### config.mk
export PLATFORM = sky130hd
export DESIGN_NAME = signed_int_to_decimal_ascii_unit
export DESIGN_NICKNAME = d
export VERILOG_FILES = /design/src/hdl/sdta_pkg.sv /design/src/hdl/sdta_fifo.sv /design/src/hdl/sdta_front.sv /design/src/hdl/sdta_back.sv /design/src/hdl/signed_int_to_decimal_ascii_unit.sv
export SDC_FILE = /design/constraint.sdc
export NUM_CORES = 1
export LEC_CHECK = 0
export BUFFER_PORTS_ARGS = -buffer_cell sky130_fd_sc_hd__buf_2
export CORE_UTILIZATION = 40
export CTS_BUF_LIST = sky130_fd_sc_hd__clkbuf_2 sky130_fd_sc_hd__clkbuf_4 sky130_fd_sc_hd__clkbuf_8
export CTS_CLUSTER_SIZE = 10
export DETAILED_ROUTE_END_ITERATION = 7
export GPL_TIMING_DRIVEN = 0
export PLACE_DENSITY = 0.66
export SLEW_MARGIN = 40
export SYNTH_ARGS = -nofsm -noshare
export SYNTH_HDL_FRONTEND = slang
export SYNTH_HIERARCHICAL = 1
export SYNTH_SLANG_ARGS = --single-unit
### constraint.sdc
create_clock -name clk -period 4.16 [get_ports clk]
set_input_delay 0.624 -clock clk [delete_from_list [all_inputs] [get_ports clk]]
set_output_delay 0.624 -clock clk [all_outputs]
set_load 0.02 [all_outputs]
### src/hdl/sdta_pkg.sv
`timescale 1ns / 1ps
// sdta_pkg: shared types and constants for the signed integer to decimal ASCII unit.
// No dependencies.
package sdta_pkg;

  localparam logic [7:0] CHAR_ZERO  = 8'd48;
  localparam logic [7:0] CHAR_NINE  = 8'd57;
  localparam logic [7:0] CHAR_MINUS = 8'd45;

  // double-dabble digit correction
  localparam logic [3:0] DD_THRESH = 4'd5;
  localparam logic [3:0] DD_ADD    = 4'd3;

  typedef enum logic [2:0] {
    ST_IDLE,
    ST_CONV,
    ST_SKIP,
    ST_SIGN,
    ST_DIGIT
  } back_state_t;

  typedef struct packed {
    logic [7:0] char_code;
    logic       is_last;
  } out_char_t;

endpackage

### src/hdl/sdta_fifo.sv
`timescale 1ns / 1ps
// sdta_fifo: small synchronous queue with push/full and pop/empty.
// No dependencies.
module sdta_fifo #(
  parameter int W     = 8,
  parameter int DEPTH = 2
) (
  input  logic         clk,
  input  logic         rst_n,
  input  logic         push,
  output logic         full,
  input  logic [W-1:0] wdata,
  input  logic         pop,
  output logic         empty,
  output logic [W-1:0] rdata
);

  localparam int AW = (DEPTH > 1) ? $clog2(DEPTH) : 1;
  localparam int CW = $clog2(DEPTH + 1);
  localparam logic [CW-1:0] CNT_FULL = CW'(DEPTH);
  localparam logic [AW-1:0] PTR_LAST = AW'(DEPTH - 1);

  logic [W-1:0]  mem_r [DEPTH];
  logic [AW-1:0] wr_ptr_r, wr_ptr_nxt;
  logic [AW-1:0] rd_ptr_r, rd_ptr_nxt;
  logic [CW-1:0] cnt_r, cnt_nxt;
  logic          do_push, do_pop;

  assign full    = (cnt_r == CNT_FULL);
  assign empty   = (cnt_r == '0);
  assign do_push = push && !full;
  assign do_pop  = pop && !empty;
  assign rdata   = mem_r[rd_ptr_r];

  always_comb begin
    wr_ptr_nxt = wr_ptr_r;
    rd_ptr_nxt = rd_ptr_r;
    cnt_nxt    = cnt_r;
    if (do_push) begin
      wr_ptr_nxt = (wr_ptr_r == PTR_LAST) ? '0 : wr_ptr_r + AW'(1);
    end
    if (do_pop) begin
      rd_ptr_nxt = (rd_ptr_r == PTR_LAST) ? '0 : rd_ptr_r + AW'(1);
    end
    if (do_push && !do_pop) begin
      cnt_nxt = cnt_r + CW'(1);
    end else if (do_pop && !do_push) begin
      cnt_nxt = cnt_r - CW'(1);
    end
  end

  always_ff @(posedge clk) begin
    if (!rst_n) begin
      wr_ptr_r <= '0;
      rd_ptr_r <= '0;
      cnt_r    <= '0;
    end else begin
      wr_ptr_r <= wr_ptr_nxt;
      rd_ptr_r <= rd_ptr_nxt;
      cnt_r    <= cnt_nxt;
    end
  end

  always_ff @(posedge clk) begin
    if (do_push) begin
      mem_r[wr_ptr_r] <= wdata;
    end
  end

endmodule

### src/hdl/sdta_front.sv
`timescale 1ns / 1ps
// sdta_front: input stage; registers each item as sign flag plus magnitude.
// No dependencies; its output feeds the item queue.
module sdta_front #(
  parameter int VALUE_BITS = 32
) (
  input  logic                  clk,
  input  logic                  rst_n,
  input  logic                  in_push,
  output logic                  in_full,
  input  logic [VALUE_BITS-1:0] in_value,
  output logic                  q_push,
  input  logic                  q_full,
  output logic [VALUE_BITS:0]   q_data
);

  logic                  valid_r, valid_nxt;
  logic                  neg_r;
  logic [VALUE_BITS-1:0] mag_r;
  logic                  take;

  assign in_full   = valid_r && q_full;
  assign take      = in_push && !in_full;
  assign q_push    = valid_r;
  assign q_data    = {neg_r, mag_r};
  assign valid_nxt = take || (valid_r && q_full);

  always_ff @(posedge clk) begin
    if (!rst_n) begin
      valid_r <= 1'b0;
    end else begin
      valid_r <= valid_nxt;
    end
  end

  // most negative value negates to 2**(VALUE_BITS-1), exact as unsigned
  always_ff @(posedge clk) begin
    if (take) begin
      neg_r <= in_value[VALUE_BITS-1];
      mag_r <= in_value[VALUE_BITS-1] ? (~in_value + VALUE_BITS'(1)) : in_value;
    end
  end

endmodule

### src/hdl/sdta_back.sv
`timescale 1ns / 1ps
// sdta_back: double-dabble conversion and character emission.
// Depends on sdta_pkg.
module sdta_back
  import sdta_pkg::*;
#(
  parameter int VALUE_BITS = 32
) (
  input  logic                clk,
  input  logic                rst_n,
  input  logic                q_empty,
  output logic                q_pop,
  input  logic [VALUE_BITS:0] q_data,
  output logic                o_push,
  input  logic                o_full,
  output out_char_t           o_data
);

  localparam int NDIG = (VALUE_BITS * 301) / 1000 + 1;
  localparam int BW   = 4 * NDIG;
  localparam int CW   = $clog2(VALUE_BITS + 1);
  localparam int RW   = $clog2(NDIG + 1);
  localparam logic [CW-1:0] CNT_LOAD = CW'(VALUE_BITS);
  localparam logic [CW-1:0] CNT_ONE  = CW'(1);
  localparam logic [RW-1:0] REM_LOAD = RW'(NDIG);
  localparam logic [RW-1:0] REM_ONE  = RW'(1);

  back_state_t           state_r, state_nxt;
  logic                  neg_r, neg_nxt;
  logic [VALUE_BITS-1:0] bin_r, bin_nxt;
  logic [BW-1:0]         bcd_r, bcd_nxt;
  logic [BW-1:0]         bcd_adj;
  logic [CW-1:0]         cnt_r, cnt_nxt;
  logic [RW-1:0]         rem_r, rem_nxt;
  logic [3:0]            top_dig;
  logic                  last_dig;

  assign top_dig  = bcd_r[BW-1 -: 4];
  assign last_dig = (rem_r == REM_ONE);

  always_comb begin
    for (int d = 0; d < NDIG; d++) begin
      bcd_adj[4*d +: 4] = (bcd_r[4*d +: 4] >= DD_THRESH) ?
                          bcd_r[4*d +: 4] + DD_ADD : bcd_r[4*d +: 4];
    end
  end

  // next state
  always_comb begin
    state_nxt = state_r;
    case (state_r)
      ST_IDLE:  if (!q_empty) state_nxt = ST_CONV;
      ST_CONV:  if (cnt_r == CNT_ONE) state_nxt = ST_SKIP;
      ST_SKIP: begin
        if (top_dig != '0 || last_dig) begin
          state_nxt = neg_r ? ST_SIGN : ST_DIGIT;
        end
      end
      ST_SIGN:  if (!o_full) state_nxt = ST_DIGIT;
      ST_DIGIT: if (!o_full && last_dig) state_nxt = ST_IDLE;
      default:  state_nxt = ST_IDLE;
    endcase
  end

  // outputs
  always_comb begin
    q_pop            = 1'b0;
    o_push           = 1'b0;
    o_data.char_code = CHAR_ZERO + {4'b0, top_dig};
    o_data.is_last   = last_dig;
    case (state_r)
      ST_IDLE:  q_pop = !q_empty;
      ST_SIGN: begin
        o_push           = !o_full;
        o_data.char_code = CHAR_MINUS;
        o_data.is_last   = 1'b0;
      end
      ST_DIGIT: o_push = !o_full;
      default:  ;
    endcase
  end

  // datapath
  always_comb begin
    neg_nxt = neg_r;
    bin_nxt = bin_r;
    bcd_nxt = bcd_r;
    cnt_nxt = cnt_r;
    rem_nxt = rem_r;
    case (state_r)
      ST_IDLE: begin
        neg_nxt = q_data[VALUE_BITS];
        bin_nxt = q_data[VALUE_BITS-1:0];
        bcd_nxt = '0;
        cnt_nxt = CNT_LOAD;
      end
      ST_CONV: begin
        {bcd_nxt, bin_nxt} = {bcd_adj[BW-2:0], bin_r, 1'b0};
        cnt_nxt = cnt_r - CNT_ONE;
        rem_nxt = REM_LOAD;
      end
      ST_SKIP: begin
        if (top_dig == '0 && !last_dig) begin
          bcd_nxt = {bcd_r[BW-5:0], 4'b0};
          rem_nxt = rem_r - REM_ONE;
        end
      end
      ST_DIGIT: begin
        if (!o_full) begin
          bcd_nxt = {bcd_r[BW-5:0], 4'b0};
          rem_nxt = rem_r - REM_ONE;
        end
      end
      default: ;
    endcase
  end

  always_ff @(posedge clk) begin
    if (!rst_n) begin
      state_r <= ST_IDLE;
    end else begin
      state_r <= state_nxt;
    end
  end

  always_ff @(posedge clk) begin
    neg_r <= neg_nxt;
    bin_r <= bin_nxt;
    bcd_r <= bcd_nxt;
    cnt_r <= cnt_nxt;
    rem_r <= rem_nxt;
  end

endmodule

### src/hdl/signed_int_to_decimal_ascii_unit.sv
`timescale 1ns / 1ps
// signed_int_to_decimal_ascii_unit: signed integer in, decimal ASCII characters out.
// The back end takes one item at a time: it pops it, shifts once per bit, skips leading zero
// digits (NDIG = decimal digits of 2**VALUE_BITS), then emits an optional minus sign and the
// digits, stalling while the output queue is full; it pops the next item only when idle.
// Reset: synchronous active-low rst_n empties all queues and idles the converter.
module signed_int_to_decimal_ascii_unit
  import sdta_pkg::*;
#(
  parameter int VALUE_BITS = 32
) (
  input  logic                  clk,
  input  logic                  rst_n,
  input  logic                  in_push,
  output logic                  in_full,
  input  logic [VALUE_BITS-1:0] in_value,
  output logic                  out_empty,
  input  logic                  out_pop,
  output logic [7:0]            out_char_code,
  output logic                  out_is_last
);

  localparam int QW = VALUE_BITS + 1;

  logic          fq_push, fq_full, q_empty, q_pop;
  logic [QW-1:0] fq_data, q_data;
  logic          o_push, o_full;
  out_char_t     o_data, o_rdata;

  sdta_front #(.VALUE_BITS(VALUE_BITS)) u_front (
    .clk      (clk),
    .rst_n    (rst_n),
    .in_push  (in_push),
    .in_full  (in_full),
    .in_value (in_value),
    .q_push   (fq_push),
    .q_full   (fq_full),
    .q_data   (fq_data)
  );

  sdta_fifo #(.W(QW), .DEPTH(2)) u_item_q (
    .clk   (clk),
    .rst_n (rst_n),
    .push  (fq_push),
    .full  (fq_full),
    .wdata (fq_data),
    .pop   (q_pop),
    .empty (q_empty),
    .rdata (q_data)
  );

  sdta_back #(.VALUE_BITS(VALUE_BITS)) u_back (
    .clk     (clk),
    .rst_n   (rst_n),
    .q_empty (q_empty),
    .q_pop   (q_pop),
    .q_data  (q_data),
    .o_push  (o_push),
    .o_full  (o_full),
    .o_data  (o_data)
  );

  sdta_fifo #(.W($bits(out_char_t)), .DEPTH(2)) u_out_q (
    .clk   (clk),
    .rst_n (rst_n),
    .push  (o_push),
    .full  (o_full),
    .wdata (o_data),
    .pop   (out_pop),
    .empty (out_empty),
    .rdata (o_rdata)
  );

  assign out_char_code = o_rdata.char_code;
  assign out_is_last   = o_rdata.is_last;

  a_no_push_full: assert property (@(posedge clk) disable iff (!rst_n)
    o_push |-> !o_full) else $error("character transfer into full output queue");

  a_no_pop_empty: assert property (@(posedge clk) disable iff (!rst_n)
    q_pop |-> !q_empty) else $error("item taken from empty queue");

  a_char_range: assert property (@(posedge clk) disable iff (!rst_n)
    o_push |-> (o_data.char_code == CHAR_MINUS) ||
               (o_data.char_code >= CHAR_ZERO && o_data.char_code <= CHAR_NINE))
    else $error("character outside sign and digit set");

  a_minus_not_last: assert property (@(posedge clk) disable iff (!rst_n)
    (o_push && o_data.char_code == CHAR_MINUS) |-> !o_data.is_last)
    else $error("minus sign marked as last character");

endmodule

==> impl_metrics.ini, run 1 <==
[synth]
ys_seq_area_frac = 0.618
synthAdderAreaFrac = 0.0357
ys_types = 60
synth.top_cell.area_share = 0.590
ys.flop_type = edfxtp_1
syn_area_um2 = 10200
synth.avg_cell_area_um2 = 12.7
synth_cells = 802
yosysTopAreaCell = edfxtp_1
ys_ff_latch = 214
synthMuxAreaShare = 0.0586
synth_compound_area_frac = 0.0792
yosys.area_share.simple = 0.130
synth_warnings = 6
async_flop_share = 0
synth_xor_xnor_area_share = 0.0473
synthTopCellsByArea = edfxtp_1 (59%), nand2_1 (5.3%), mux2_2 (5.0%), xnor2_1 (4.2%), ha_1 (3.6%)
synth_edf_count = 200
synth_top_family_by_area = simple AND/OR/NAND/NOR gates

[timing]
whs_ps = 333
fin_crit_sh = 0.626
fin_setup_tns_ps = 0
period_minus_slack_ps = 2610
setup_viol = 0
fmax_ghz = 0.384
grt_setup_unrepaired = false
slew_violations = 0
worst_pin_slew_ps = 766
maxSlewHeadroom = 0.486
finalHoldViolCount = 0
skew_ps = 26.9

[cells_and_area]
drive_gt1_frac = 0.230
final_area_um2 = 11700
post-route-util = 0.467
layout_commonest_cell = edfxtp_1
diodes = 0
fill_cells = 2261
syn2layout_area_growth_pct = 15.0
seq_area_um2 = 6290
final_cell_mix = edfxtp_1 (200), nand2_1 (144), buf_2 (61)
multiInputGateArea_um2 = 3610
nets = 960

[power_and_ir_drop]
leakage_nw = 4.34
sw_frac_of_total = 0.306
pwr-share-clk = 0.267
ir_drop_v = 0.000226
internal_power_w = 0.00488
pwr-share-comb = 0.267
power_switching_w = 0.00215
finalPower_w = 0.00703
p_per_area_nw_per_um2 = 601
pwr-share-seq = 0.466

[clocking]
cts_tree = yes
clk_latency_ps = 520
cts-hold-fix-buffers = 0
post_cts_buffers = 0
root_buffer = clkbuf_8
cts.sinks = 214
cts_buffer_depth = 3
cts_buffers = 37
path_clk_slew_ps = 60
post_cts_resized = 0
htreeDepth = 2

[floorplanning]
die_area_um2 = 26100
initial_core_util = 0.406
core-area_um2 = 25000
fp.dieW_um = 162
die_h_um = 162
rows = 58
pin_count = 47

[critical_path]
cp_slowest_cell = nor3_2
worstRegToRegCells = 6
crit_required_ps = 4300
r2r-start = u_back/state_r[1]
slowest_delay_ps = 640
critPathKind = reg2reg
cp-end-kind = flop
crit_chain = buf_2 > nor2b_1 > nand2_1 > a21oi_1 > inv_1 > nor3_2
crit_path_start_kind = flop
crit_fanout = 10
crit_arrival_ps = 2740
reg2reg_to = u_out_q/mem_r[0][2]
rrSetupSlack_ps = 1550

[job]
drv_cap = 0

[min_path]
min-delay-start = in_value[0]
worstHoldPathCells = 1
hold_path.class = in2reg
min_to = u_front/mag_r[0]

[placed_design]
placedInstanceArea_um2 = 11000
hpwl_um = 12100
io_buffer_count = 46
gp_congestion = 0.830

[global_routing]
grt_pass1_wl_um = 29500
antenna_found_initial = 0
grt-ovfl-total = 0
grt_use_total = 0.142
grt_start_max_net_pins = 41
grt_pass1_vias = 6147

[route]
ant_nets = 0
vias_per_cell = 4.97
drt-initial-drc-count = 292
wl_per_cell_um = 14.3
routed_wl_um = 17900
via_count = 6213
firstDrtPassIters = 4
drc_errors = 0

[status]
status = completed
==> final cells by class <==
cell class              count  share of cell area
flip-flops and latches    214               0.537
multi-input cells         521               0.309
clock buffers              58              0.0581
well taps                 330              0.0353
repair buffers             53              0.0302
plain buffers              33              0.0151
inverters                  35              0.0112
clock inverters             5             0.00428
==> synth_stat cells (all sizes together), types with 6 or more instances <==
library cell / instances
buf: 26
a21oi: 28
xor2: 6
and2: 9
a22o: 6
mux2: 45
nand2b: 20
mux2i: 9
nor4: 9
clkbuf: 7
nand3: 6
dfxtp: 14
o21ai: 51
nand4: 6
nand2: 144
inv: 35
edfxtp: 200
nor3b: 15
xnor2: 49
o31ai: 15
nor2: 21
ha: 29
nor3: 12
==> cells by family (layout without fill, tap and decap cells) <==
group	count (synthesis)	count (layout)
buffers and inverters	68	184
xor gates and xnor gates	55	55
DFF	214	214
AOI/OAI and AO/OA	123	123
adders and majority gates	29	29
muxes	54	54
and+or+nand+nor	257	257
other	2	3
==> flip-flops by register name, indices dropped and copies added, names as in the netlist, 2 cells and up, named ones only <==
name and count:
u_back/bcd_r 40, u_back/state_r 3, u_back/cnt_r 6, u_out_q/mem_r 18
u_back/rem_r 4, u_out_q/cnt_r 2, u_back/bin_r 32, u_item_q/mem_r 66
u_item_q/cnt_r 2, u_front/mag_r 32
==> layer usage <==
layer  up-vias  wire [µm]  share of wire  track usage
li1       3079          -              -            -
met2       119       8770           0.49        0.245
met1      2979       8010           0.45        0.172
met4         0        402          0.022       0.0545
met3        36        713          0.040       0.0316
met5         -          0              0            0
==> per-stage QoR <==
stage / instances / worst slack [ps]
final: 1249 / 1550
after CTS: 1249 / 1510
after global routing: 1249 / 1260
after global placement: 1179 / -374
after detailed placement: 1186 / 1530
after floorplan: 803 / 960
==> worst max-delay path by stage <==
| stage | start | to | slack (ps) | cells past startpoint |
|---|---|---|---|---|
| finish | u_back/state_r[1] | u_out_q/mem_r[0][2] | 1550 | 6 |
| global route | u_back/state_r[1] | u_out_q/mem_r[0][2] | 1260 | 6 |
| CTS | u_back/state_r[1] | u_out_q/mem_r[0][2] | 1510 | 6 |
| detailed placement | u_back/state_r[1] | u_out_q/mem_r[0][3] | 1530 | 6 |
| global placement | u_back/state_r[2] | u_back/bin_r[25] | -370 | 7 |
| floorplan | u_back/state_r[2] | u_back/bin_r[12] | 960 | 7 |
==> power groups by stage <==
stage	Combinational, W	Clock (W)	Sequential, W
after floorplan	0.00140	0	0.00324
after global placement	0.00178	0	0.00332
after detailed placement	0.00189	0	0.00332
after CTS	0.00190	0.00195	0.00328
after global routing	0.00212	0.00204	0.00334
final	0.00187	0.00188	0.00328
==> critical path, delay by kind of cell, from the launching register on <==
family          cells  cell delay, ps
compound gates      1             270
flops               1             460
buf+inv             2             360
simple gates        3            1150
Power figures use the tool's default switching activity.
==> run 2, diff against run 1 <==
Settings changed: PLACE_DENSITY 0.66 to 0.68.
Clock period 4.16 ns to 2.2 ns, I/O delays scaled along.
==> run 2 against run 1 <==
Net effect:
- core utilization up 0.16 points
- clock skew shrank 10 ps
- sequential share of layout area fell by 0.16 points
- non-clock buffer count unchanged
- largest cell class unchanged
==> impl_metrics.ini, run 2 (synthesized netlist as in run 1, its figures left out) <==
[status]
status = completed

[critical_path]
crit_fanout = 10
crit_required_ps = 2630
critPathKind = reg2reg
crit_arrival_ps = 2510
crit_path_start_kind = flop
cpMostUsedCell = clkbuf_4
slowest_delay_ps = 350
cp-end-kind = flop
cp_slowest_cell = or3_1
crit_chain = clkbuf_4 > clkbuf_4 > nand3b_1 > a21oi_2 > inv_1 > nor2_1 > ha_1 > or3_1 > a21boi_1
crit_buf_inv = 3
crit_family = simple AND/OR/NAND/NOR gates

[placed_design]
io_buffer_count = 46
pre_cts_slack_ps = -425
hpwl_um = 12000
placedInstanceArea_um2 = 11000
gp_congestion = 0.828

[global_routing]
grt_use_total = 0.139
grt-ovfl-total = 0
grt_pass1_wl_um = 29100
grt_pass1_vias = 6074
antenna_found_initial = 0
grt_start_max_net_pins = 41

[timing]
grt_setup_unrepaired = false
fmax_ghz = 0.481
setup_ws_ps = 121
maxSlewHeadroom = 0.540
worst_pin_slew_ps = 683
skew_ps = 16.8
slew_violations = 0
fin_crit_sh = 0.945
period_minus_slack_ps = 2080
setup_viol = 0
finalHoldViolCount = 0
fin_setup_tns_ps = 0

[cells_and_area]
final_area_um2 = 11700
syn2layout_area_growth_pct = 15.4
diodes = 0
drive_gt1_frac = 0.237
nets = 963
multiInputGateArea_um2 = 3660
seq_area_um2 = 6290
largest_register_ffs = 66
layout_commonest_cell = edfxtp_1
final_cell_mix = edfxtp_1 (200), nand2_1 (143), buf_2 (59)
regMostFlops = u_item_q/mem_r
post-route-util = 0.469
top_regs = u_item_q/mem_r (66), u_back/bcd_r (40)
fill_cells = 2267

[route]
wl_per_cell_um = 14.4
drc_errors = 0
firstDrtPassIters = 5
vias_per_cell = 4.93
ant_nets = 0
via_count = 6187
routed_wl_um = 18000
drt-initial-drc-count = 305

[power_and_ir_drop]
ir_drop_v = 0.000447
leakage_nw = 4.34
p_per_area_nw_per_um2 = 1130

[clocking]
root_buffer = clkbuf_8
cts_buffers = 37
path_clk_slew_ps = 60
cts_buffer_depth = 3
htreeDepth = 2
clk_latency_ps = 510
cts_tree = yes
cts-hold-fix-buffers = 0
cts.sinks = 214
post_cts_buffers = 0

[floorplanning]
initial_core_util = 0.406
die_area_um2 = 26100
die_h_um = 162
pin_count = 47
rows = 58
fp.dieW_um = 162
core-area_um2 = 25000

[min_path]
hold_path.class = in2reg

[job]
drv_cap = 0
-- run 2: cell count changes in the layout (fill, tap and decap cells not counted), sizes merged --
cell    change
buf         -1
clkbuf      -3
bufinv      -1
and2        +3
clkinv      +9
-- run 2: per-layer routing --
layer  track usage  part of all wire  vias up
met5             0                 0        -
met4        0.0519             0.024        0
met3        0.0308             0.047       40
met2         0.240              0.49      137
met1         0.169              0.44     2919
li1              -                 -     3091
-- run 2: path summary, 6_finish.rpt --
kind	startpoint	endpoint	slack [ps]	cells after the start
min reg2reg	u_front/mag_r[1]	u_item_q/mem_r[0][1]	440	0
max reg2reg	u_back/state_r[2]	u_out_q/cnt_r[1]	120	9
max	u_back/state_r[2]	u_out_q/cnt_r[1]	120	9
min	in_value[0]	u_front/mag_r[0]	40	1
-- run 2: cell type report --
| class | instances | area share |
|---|---|---|
| Tap cell | 330 | 0.0352 |
| Multi-Input combinational cell | 524 | 0.312 |
| Inverter | 35 | 0.0112 |
| Timing Repair Buffer | 53 | 0.0287 |
| Sequential cell | 214 | 0.536 |
| Buffer | 33 | 0.0164 |
| Clock inverter | 13 | 0.00490 |
| Clock buffer | 54 | 0.0564 |
-- run 2: power by group --
group / switching (W) / internal, W
clock: 0.00153 / 0.00193
sequential: 0.000523 / 0.00567
combinational: 0.00207 / 0.00150
-- run 2: worst reg2reg max path, cell delays in order (launching register included) --
cell,delay [ps]
dfxtp_1,300
clkbuf_4,220
clkbuf_4,230
nand3b_1,110
a21oi_2,180
inv_1,100
nor2_1,120
ha_1,260
or3_1,350
a21boi_1,140
-- run 2: what timing repair did --
| action | 4_1_cts | 5_1_grt |
|---|---|---|
| endpoints found under the setup margin | 21 | 41 |
| pin swaps | 0 | 1 |
| gates cloned | 0 | 3 |
| resized for setup | 8 | 11 |
-- run 2: through the flow --
step	std cells	hold WS (ps)	total power, W
2_1_floorplan	803	421	0.00877
3_5_place_dp	1186	431	0.00981
6_report	1256	41.2	0.0132
4_1_cts	1253	8.80	0.0134
5_1_grt	1256	17.5	0.0140
3_3_place_gp	1179	423	0.00963
